### src/cau_pkg.sv
// ============================================================================
// cau_pkg - shared types for the complex arithmetic unit
// Operation codes, internal operation classes, status codes, pipeline control.
// ============================================================================
`default_nettype none

package cau_pkg;

    // external operation codes
    typedef enum logic [3:0] {
        OP_ADD    = 4'd0,
        OP_SUB_AB = 4'd1,
        OP_SUB_BA = 4'd2,
        OP_MUL    = 4'd3,
        OP_DIV_AB = 4'd4,
        OP_DIV_BA = 4'd5,
        OP_MAG_A  = 4'd6,
        OP_MAG_B  = 4'd7
    } op_t;

    // internal classes after operand steering
    typedef enum logic [2:0] {
        CLS_ADD,
        CLS_SUB,
        CLS_MUL,
        CLS_DIV,
        CLS_MAG,
        CLS_BAD
    } cls_t;

    localparam int CLS_W = $bits(cls_t);

    typedef enum logic [1:0] {
        ST_OK   = 2'd0,
        ST_DIVZ = 2'd1,
        ST_BAD  = 2'd2,
        ST_SAT  = 2'd3
    } status_t;

    // control word that rides along the back-end pipeline
    typedef struct packed {
        logic vld;
        cls_t cls;
        logic neg0;
        logic neg1;
        logic divz;
    } ctl_t;

endpackage

`default_nettype wire

### src/cau_fifo.sv
// ============================================================================
// cau_fifo - small request queue
// Register-based FIFO between the front end and the arithmetic back end.
// ============================================================================
`default_nettype none

module cau_fifo #(
    parameter int WIDTH = 8,
    parameter int DEPTH = 2
) (
    input  logic             clk,
    input  logic             rst_n,
    input  logic             push,
    input  logic [WIDTH-1:0] wr_data,
    input  logic             pop,
    output logic [WIDTH-1:0] rd_data,
    output logic             empty,
    output logic             full
);

    localparam int PW   = (DEPTH > 1) ? $clog2(DEPTH) : 1;
    localparam int CNTW = $clog2(DEPTH + 1);

    logic [WIDTH-1:0] mem_reg [DEPTH];
    logic [PW-1:0]    wr_ptr_reg;
    logic [PW-1:0]    rd_ptr_reg;
    logic [CNTW-1:0]  cnt_reg;
    logic             do_wr;
    logic             do_rd;

    assign empty   = (cnt_reg == '0);
    assign full    = (cnt_reg == CNTW'(DEPTH));
    assign do_wr   = push && !full;
    assign do_rd   = pop && !empty;
    assign rd_data = mem_reg[rd_ptr_reg];

    always_ff @(posedge clk)
    begin
        if (do_wr)
        begin
            mem_reg[wr_ptr_reg] <= wr_data;
        end
    end

    always_ff @(posedge clk or negedge rst_n)
    begin
        if (!rst_n)
        begin
            wr_ptr_reg <= '0;
            rd_ptr_reg <= '0;
            cnt_reg    <= '0;
        end
        else
        begin
            if (do_wr)
            begin
                wr_ptr_reg <= (wr_ptr_reg == PW'(DEPTH - 1)) ? '0 : wr_ptr_reg + 1'b1;
            end
            if (do_rd)
            begin
                rd_ptr_reg <= (rd_ptr_reg == PW'(DEPTH - 1)) ? '0 : rd_ptr_reg + 1'b1;
            end
            if (do_wr && !do_rd)
            begin
                cnt_reg <= cnt_reg + 1'b1;
            end
            else if (do_rd && !do_wr)
            begin
                cnt_reg <= cnt_reg - 1'b1;
            end
        end
    end

    a_cnt_bound: assert property (@(posedge clk) disable iff (!rst_n)
        cnt_reg <= CNTW'(DEPTH))
        else $error("fifo count beyond depth");

    a_cnt_inc: assert property (@(posedge clk) disable iff (!rst_n)
        (do_wr && !do_rd) |=> cnt_reg == $past(cnt_reg) + 1'b1)
        else $error("fifo count missed a write");

    a_cnt_dec: assert property (@(posedge clk) disable iff (!rst_n)
        (do_rd && !do_wr) |=> cnt_reg == $past(cnt_reg) - 1'b1)
        else $error("fifo count missed a read");

endmodule

`default_nettype wire

### src/cau_front.sv
// ============================================================================
// cau_front - request intake
// Accepts requests, steers operands per opcode, queues them for the back end.
// ============================================================================
`default_nettype none

module cau_front
    import cau_pkg::*;
#(
    parameter int W = 16
) (
    input  logic                clk,
    input  logic                rst_n,
    input  logic                start,
    output logic                busy,
    input  logic [3:0]          operation,
    input  logic signed [W-1:0] a_real,
    input  logic signed [W-1:0] a_imag,
    input  logic signed [W-1:0] b_real,
    input  logic signed [W-1:0] b_imag,
    output logic                item_vld,
    output cls_t                item_cls,
    output logic signed [W-1:0] x_r,
    output logic signed [W-1:0] x_i,
    output logic signed [W-1:0] y_r,
    output logic signed [W-1:0] y_i
);

    localparam int IW = CLS_W + 4 * W;

    cls_t                cls;
    logic signed [W-1:0] sx_r, sx_i, sy_r, sy_i;
    logic [IW-1:0]       wr_data;
    logic [IW-1:0]       rd_data;
    logic                empty;
    logic                full;

    // b/a and |b| swap operands so the back end only sees x op y
    always_comb
    begin
        cls  = CLS_BAD;
        sx_r = a_real;
        sx_i = a_imag;
        sy_r = b_real;
        sy_i = b_imag;
        case (operation)
            OP_ADD:    cls = CLS_ADD;
            OP_SUB_AB: cls = CLS_SUB;
            OP_SUB_BA:
            begin
                cls  = CLS_SUB;
                sx_r = b_real;
                sx_i = b_imag;
                sy_r = a_real;
                sy_i = a_imag;
            end
            OP_MUL:    cls = CLS_MUL;
            OP_DIV_AB: cls = CLS_DIV;
            OP_DIV_BA:
            begin
                cls  = CLS_DIV;
                sx_r = b_real;
                sx_i = b_imag;
                sy_r = a_real;
                sy_i = a_imag;
            end
            OP_MAG_A:
            begin
                cls  = CLS_MAG;
                sy_r = a_real;
                sy_i = a_imag;
            end
            OP_MAG_B:
            begin
                cls  = CLS_MAG;
                sx_r = b_real;
                sx_i = b_imag;
            end
            default:   cls = CLS_BAD;
        endcase
    end

    assign wr_data = {cls, sx_r, sx_i, sy_r, sy_i};

    cau_fifo #(
        .WIDTH (IW),
        .DEPTH (2)
    ) u_fifo (
        .clk     (clk),
        .rst_n   (rst_n),
        .push    (start),
        .wr_data (wr_data),
        .pop     (!empty),
        .rd_data (rd_data),
        .empty   (empty),
        .full    (full)
    );

    assign busy     = full;
    assign item_vld = !empty;
    assign item_cls = cls_t'(rd_data[IW-1 -: CLS_W]);
    assign x_r      = rd_data[4*W-1 -: W];
    assign x_i      = rd_data[3*W-1 -: W];
    assign y_r      = rd_data[2*W-1 -: W];
    assign y_i      = rd_data[W-1 -: W];

endmodule

`default_nettype wire

### config.mk
export PLATFORM = sky130hd
export DESIGN_NAME = cau_front
export DESIGN_NICKNAME = d
export VERILOG_FILES = /design/src/cau_pkg.sv /design/src/cau_fifo.sv /design/src/cau_front.sv
export SDC_FILE = /design/constraint.sdc
export NUM_CORES = 1
export LEC_CHECK = 0
export ABC_AREA = 0
export BUFFER_PORTS_ARGS = -buffer_cell sky130_fd_sc_hd__buf_2
export CAP_MARGIN = 10
export CORE_MARGIN = 3
export CORE_UTILIZATION = 45
export CTS_BUF_LIST = sky130_fd_sc_hd__clkbuf_16
export DETAILED_ROUTE_END_ITERATION = 10
export PLACE_DENSITY_LB_ADDON = 0.05
export RECOVER_POWER = 100
export SLEW_MARGIN = 5
export SYNTH_ARGS = -nofsm -noshare
export SYNTH_HDL_FRONTEND = slang
export SYNTH_SLANG_ARGS = --single-unit
### constraint.sdc
create_clock -name clk -period 5.4 [get_ports clk]
set_input_delay 1.35 -clock clk [delete_from_list [all_inputs] [get_ports clk]]
set_output_delay 1.35 -clock clk [all_outputs]
set_load 0.02 [all_outputs]
## Word level (Yosys, flattened, before mapping)

Memories as Yosys holds them, arrays and structs flattened.
Cells that the tools add are included.

- Add/sub/neg operators: 4
- Multiply operators: 0
- Divide/modulo/power cells: 0
- Magnitude comparators: 0
- Eq/ne operators: 8
- Shifts and indexed selects: 0
- Mux-type cells: 11
- Bitwise operators: 0
- Reductions and logical operators: 14

Operators with widths:

| cell | count |
|---|---|
| $mux 16 | 4 |
| $eq 4x3->1 const B | 4 |
| $pmux 3 s5 | 1 |
| $eq 4x2->1 const B | 2 |
| $reduce_or 2->1 | 3 |
| $reduce_or 3->1 | 2 |
| $eq 4x1->1 const B | 1 |
| $logic_not 4->1 | 1 |
| $mux 1 | 4 |
| $mux 2 | 2 |
| $logic_and 1x1->1 | 3 |
| $logic_not 1->1 | 3 |
| $add 1x1->1 const B | 2 |
| $add 2x1->2 const B | 1 |
| $eq 2x2->1 const B | 1 |
| $logic_not 2->1 | 1 |
| $reduce_bool 2->1 | 1 |
| $sub 2x1->2 const B | 1 |

- Register bits: 4
- Latch bits: 0
- Memory bits (writable): 134
- Memory bits (read-only): 0
- Bits of input ports: 71
- Output and inout bits: 69
- Logic and storage cells: 41
- Memories: 1

Memories:

| name | words | width | read ports | clocked after memory_dff | wr ports | line | RTL |
|---|---|---|---|---|---|---|---|
| u_fifo.mem_reg | 2 | 67 | 1 | 0 | 1 | cau_fifo.sv:24 | `logic [WIDTH-1:0] mem_reg [DEPTH];` |

## Depth between registers and ports, before layout

- Depth after elaboration: 7
- Depth in mapped cells: 7
- Depth with buffers taken out: 7

## Modules after synthesis

From an unflattened synthesis, not the netlist that was laid out.

- Cell total of the unflattened synthesis: 613
- Area, all modules: 7828.8 um^2

By module, submodules not included:

| module | times used | cells an instance | area each (um^2) | seq. area each (um^2) |
|---|---|---|---|---|
| cau_fifo | 1 | 228 | 5122.4 | 4124.0 |
| cau_front | 1 | 385 | 2706.3 | 0.0 |

## Worst setup path after synthesis

Ideal clock, no wire load.

- Kind: in2reg
- From: in start
- To: mem u_fifo.mem_reg[0][0] (netlist bit) (enable)
- Library setup time: 0.492 ns
- Arrival: 4.239 ns
- Required time: 4.908 ns
- Path slack: 0.669 ns
- Stages on the path: 2
- Buffers on the path: 0
- Cell sequence: nand2_1 nor2_1

- Word-level cells in the longest chain between the ends: 3

RTL lines:

| item | line | RTL |
|---|---|---|
| start, declared | cau_front.sv:14 | `input logic start,` |
| $logic_and 1x1->1 | cau_fifo.sv:33 | `assign do_wr = push && !full;` |
| $mux 1 | cau_fifo.sv:39 | `if (do_wr)` |
| $mux 1 (implied by the code) | cau_fifo.sv:41 | `mem_reg[wr_ptr_reg] <= wr_data;` |
| end, declared | cau_fifo.sv:24 |  |

Every way passes these cells.

## Final worst setup path

- From: in operation[1]
- To: mem u_fifo.mem_reg[1][49] (netlist bit), data pin

- Word-level cells in the longest chain between the ends: 3
- Elaborated cells on any way between the ends: 5
- Those cells by class: eq/ne: 3; mux: 1; reduce/logical: 1

RTL lines:

| item | line | RTL |
|---|---|---|
| start, declared | cau_front.sv:16 | `input logic [3:0] operation,` |
| $eq 4x3->1 or $eq 4x2->1 (tied branches) | cau_front.sv:46 | `case (operation)` |
| $reduce_or 3->1 (no line) * | n/a |  |
| $mux 16 * | cau_front.sv:46 |  |
| net sx_r[1] | cau_front.sv:32 | `logic signed [W-1:0] sx_r, sx_i, sy_r, sy_i;` |

Mark *: on every way through the listed nets, which the timed path passes. The rest lies on a longest branch.

==> flow_summary_export.csv <==
group,metric,value,unit
floorplanning,die_h,137,um
floorplanning,num_rows,47,
critical_path,path_delay_family,"buffers and inverters",
clock_network,cts-resized-gates,0,
sta,finalCritPeriodShare,78.8,%
critical_path,path_buf_inv,2,
critical_path,slowest_delay,1160,ps
critical_path,slowest_stage,"clkbuf_1",
critical_path,cp_max_fo,39,
final_layout,regArea,4130,um^2
logic_synthesis,ys_ff_latch,138,
job,max_cap_violations,4,
sta,worst_slack,1140,ps
detailed_routing,drt-pass1-iter-count,5,
final_layout,area_growth,15.8,%
clock_network,htree_levels,4,
grt,grt_pass1_vias,5690,
floorplanning,dieArea,18800,um^2
sta,max_slew_margin,-123,%
clock_network,cts_buffer_depth,2,
critical_path,cp_cell_sequence,"buf_2, nor2b_4, clkbuf_1, mux2i_1, a21oi_1",
final_layout,final_common_cell,"edfxtp_1",
grt,grt_pass1_wl,30900,um
critical_path,endpoint_kind,"flop",
power_and_ir_drop,powerDensity,464,nW/um^2
critical_path,crit_arrival,4350,ps
floorplanning,initial_core_util,46.4,%
sta,layout_min_cycle_time,4260,ps
outcome,status,"complete, but fails checks",
hold_path,hold_class,"reg -> reg",
logic_synthesis,synthesis.nets,684,
sta,rsz0062_at_grt,"no",
sta,fin_worst_skew,4.69,ps
final_layout,multi_input_area,3290,um^2
final_layout,largest_reg_flops,134,
sta,clock.fmax,235,MHz
detailed_routing,drtAntennaViolNets,0,
logic_synthesis,ys_types,30,
detailed_routing,vias_per_cell,5.91,
placed_design,hpwlAfterDp,11900,um
clock_network,cts_made_buffers,17,
floorplanning,coreArea,16700,um^2
floorplanning,ioPinCount,140,
clock_network,clkLatencyLatePin,420,ps
clock_network,tritoncts,"built",
logic_synthesis,synth_cells,612,
logic_synthesis,ys_warn_count,0,
clock_network,clockRootBuffer,"clkbuf_16",
logic_synthesis,seq_area_frac_synth,53.2,%
placed_design,portBuffers,139,
grt,grt.overflow.total,0,
clock_network,clkTransAtPathRegs,60,ps
grt,grt_max_degree,108,
critical_path,required,5490,ps
detailed_routing,wl,19900,um
outcome,violations,"capacitance limit, slew limit",
final_layout,nets,788,
critical_path,rrSetupSlack,1880,ps
critical_path,crit_type,"in -> reg",
detailed_routing,num_vias,5619,
placed_design,dp_slack,1520,ps
sta,hold_viol,0,
sta,worst_pin_slew,3340,ps
power_and_ir_drop,ir_worst_vdd,362,uV
detailed_routing,drt_iter0_markers,287,
placed_design,placed_area,8460,um^2
clock_network,cts.sinks,138,
logic_synthesis,netlist_area,7760,um^2
grt,antenna_found_initial,1,
floorplanning,die_width,137,um
placed_design,place_congestion,0.747,
final_layout,stdcell_area,8980,um^2
final_layout,nFillCells,1498,
sta,setup_tns,0,ps
final_layout,fin_util,53.8,%
final_layout,drive_gt1_share,28.3,%
final_layout,layout_common_cells,"134 x edfxtp_1, 82 x buf_2, 57 x clkbuf_1",
critical_path,startpoint_type,"input pin",
logic_synthesis,avgSynthCellArea,12.7,um^2
grt,track_usage,21.5,%
clock_network,cts_setup_buffers,0,
detailed_routing,drc_errors,0,
sta,finalSetupViolations,0,
power_and_ir_drop,power_leakage,3.29,nW
sta,drv_slew,188,
clock_network,hold_buffers,0,
detailed_routing,wire_per_inst,20.9,um
[where the power goes]
group / switching [mW] / internal (mW)
Clock: 0.433 / 0.764
Sequential: 0.169 / 1.52
Combinational: 0.817 / 0.467
[area by class of cell]
cell class / instances / area share, %
flip-flops and latches: 138 / 45.9
multi-input cells: 410 / 36.6
repair buffers: 145 / 7.42
clock buffers: 17 / 4.73
well taps: 220 / 3.06
clock inverters: 15 / 2.02
inverters: 4 / 0.167
diodes: 2 / 0.0557
[stage by stage]
step                total power, mW  instances  hold WS, ps
global route                   4.38        950          528
finish                         4.17        951          513
floorplan                      2.61        612          461
global placement               3.04        917          480
detailed placement             3.06        917          506
CTS                            4.26        949          514
[path summary, 6_finish.rpt]
path / from / endpoint / depth (start not counted)
min reg2reg: u_fifo.cnt_reg[1] / u_fifo.cnt_reg[1] / 1
max: operation[1] / u_fifo.mem_reg[1][49] / 5
max reg2reg: u_fifo.cnt_reg[0] / u_fifo.mem_reg[1][51] / 2
max in group asynchronous: rst_n / u_fifo.rd_ptr_reg / 1
min: u_fifo.cnt_reg[1] / u_fifo.cnt_reg[1] / 1
min in group asynchronous: rst_n / u_fifo.rd_ptr_reg / 1
[cell usage after synthesis, drive strengths merged]
cell type,count,area share (%)
a211oi,32,3.1
a21o,2,0.19
a21oi,32,2.1
and3,1,0.081
buf,46,3.7
clkbuf,14,0.68
dfrtp,4,1.3
edfxtp,134,52
ha,1,0.16
inv,4,0.19
mux2,68,9.9
mux2i,32,4.1
nand2,3,0.18
nand2b,34,2.7
nor2,4,0.19
nor2b,33,2.7
nor3,32,2.1
o211a,32,4.1
o21ai,1,0.064
o221ai,32,3.6
o32ai,32,3.6
or2,32,2.6
or2b,1,0.15
or3,1,0.081
xnor2,3,0.34
xor2,2,0.23
[worst register-to-register path, delay by kind of cell (launching register included)]
| family | cells | cell delay (ps) |
|---|---|---|
| DFF | 1 | 400 |
| and+or+nand+nor | 2 | 2620 |
[per-layer routing]
metal / track usage, % / share of wire (%) / vias up
met3: 5.08 / 5.3 / 17
met5: 0 / 0 / -
met4: 7.37 / 1.2 / 0
li1: - / - / 2642
met1: 27.6 / 44 / 2803
met2: 35.7 / 50 / 157
[cell families after synthesis]
family | synth area share [%]
buffers and inverters | 4.60
multiplexers | 14.0
adder cells (fa/ha/maj) | 0.161
AND/OR/NAND/NOR | 10.7
XOR/XNOR | 0.565
AO/OA/AOI/OAI | 16.8
flip-flops | 53.2
(Power assumes the default switching activity.)
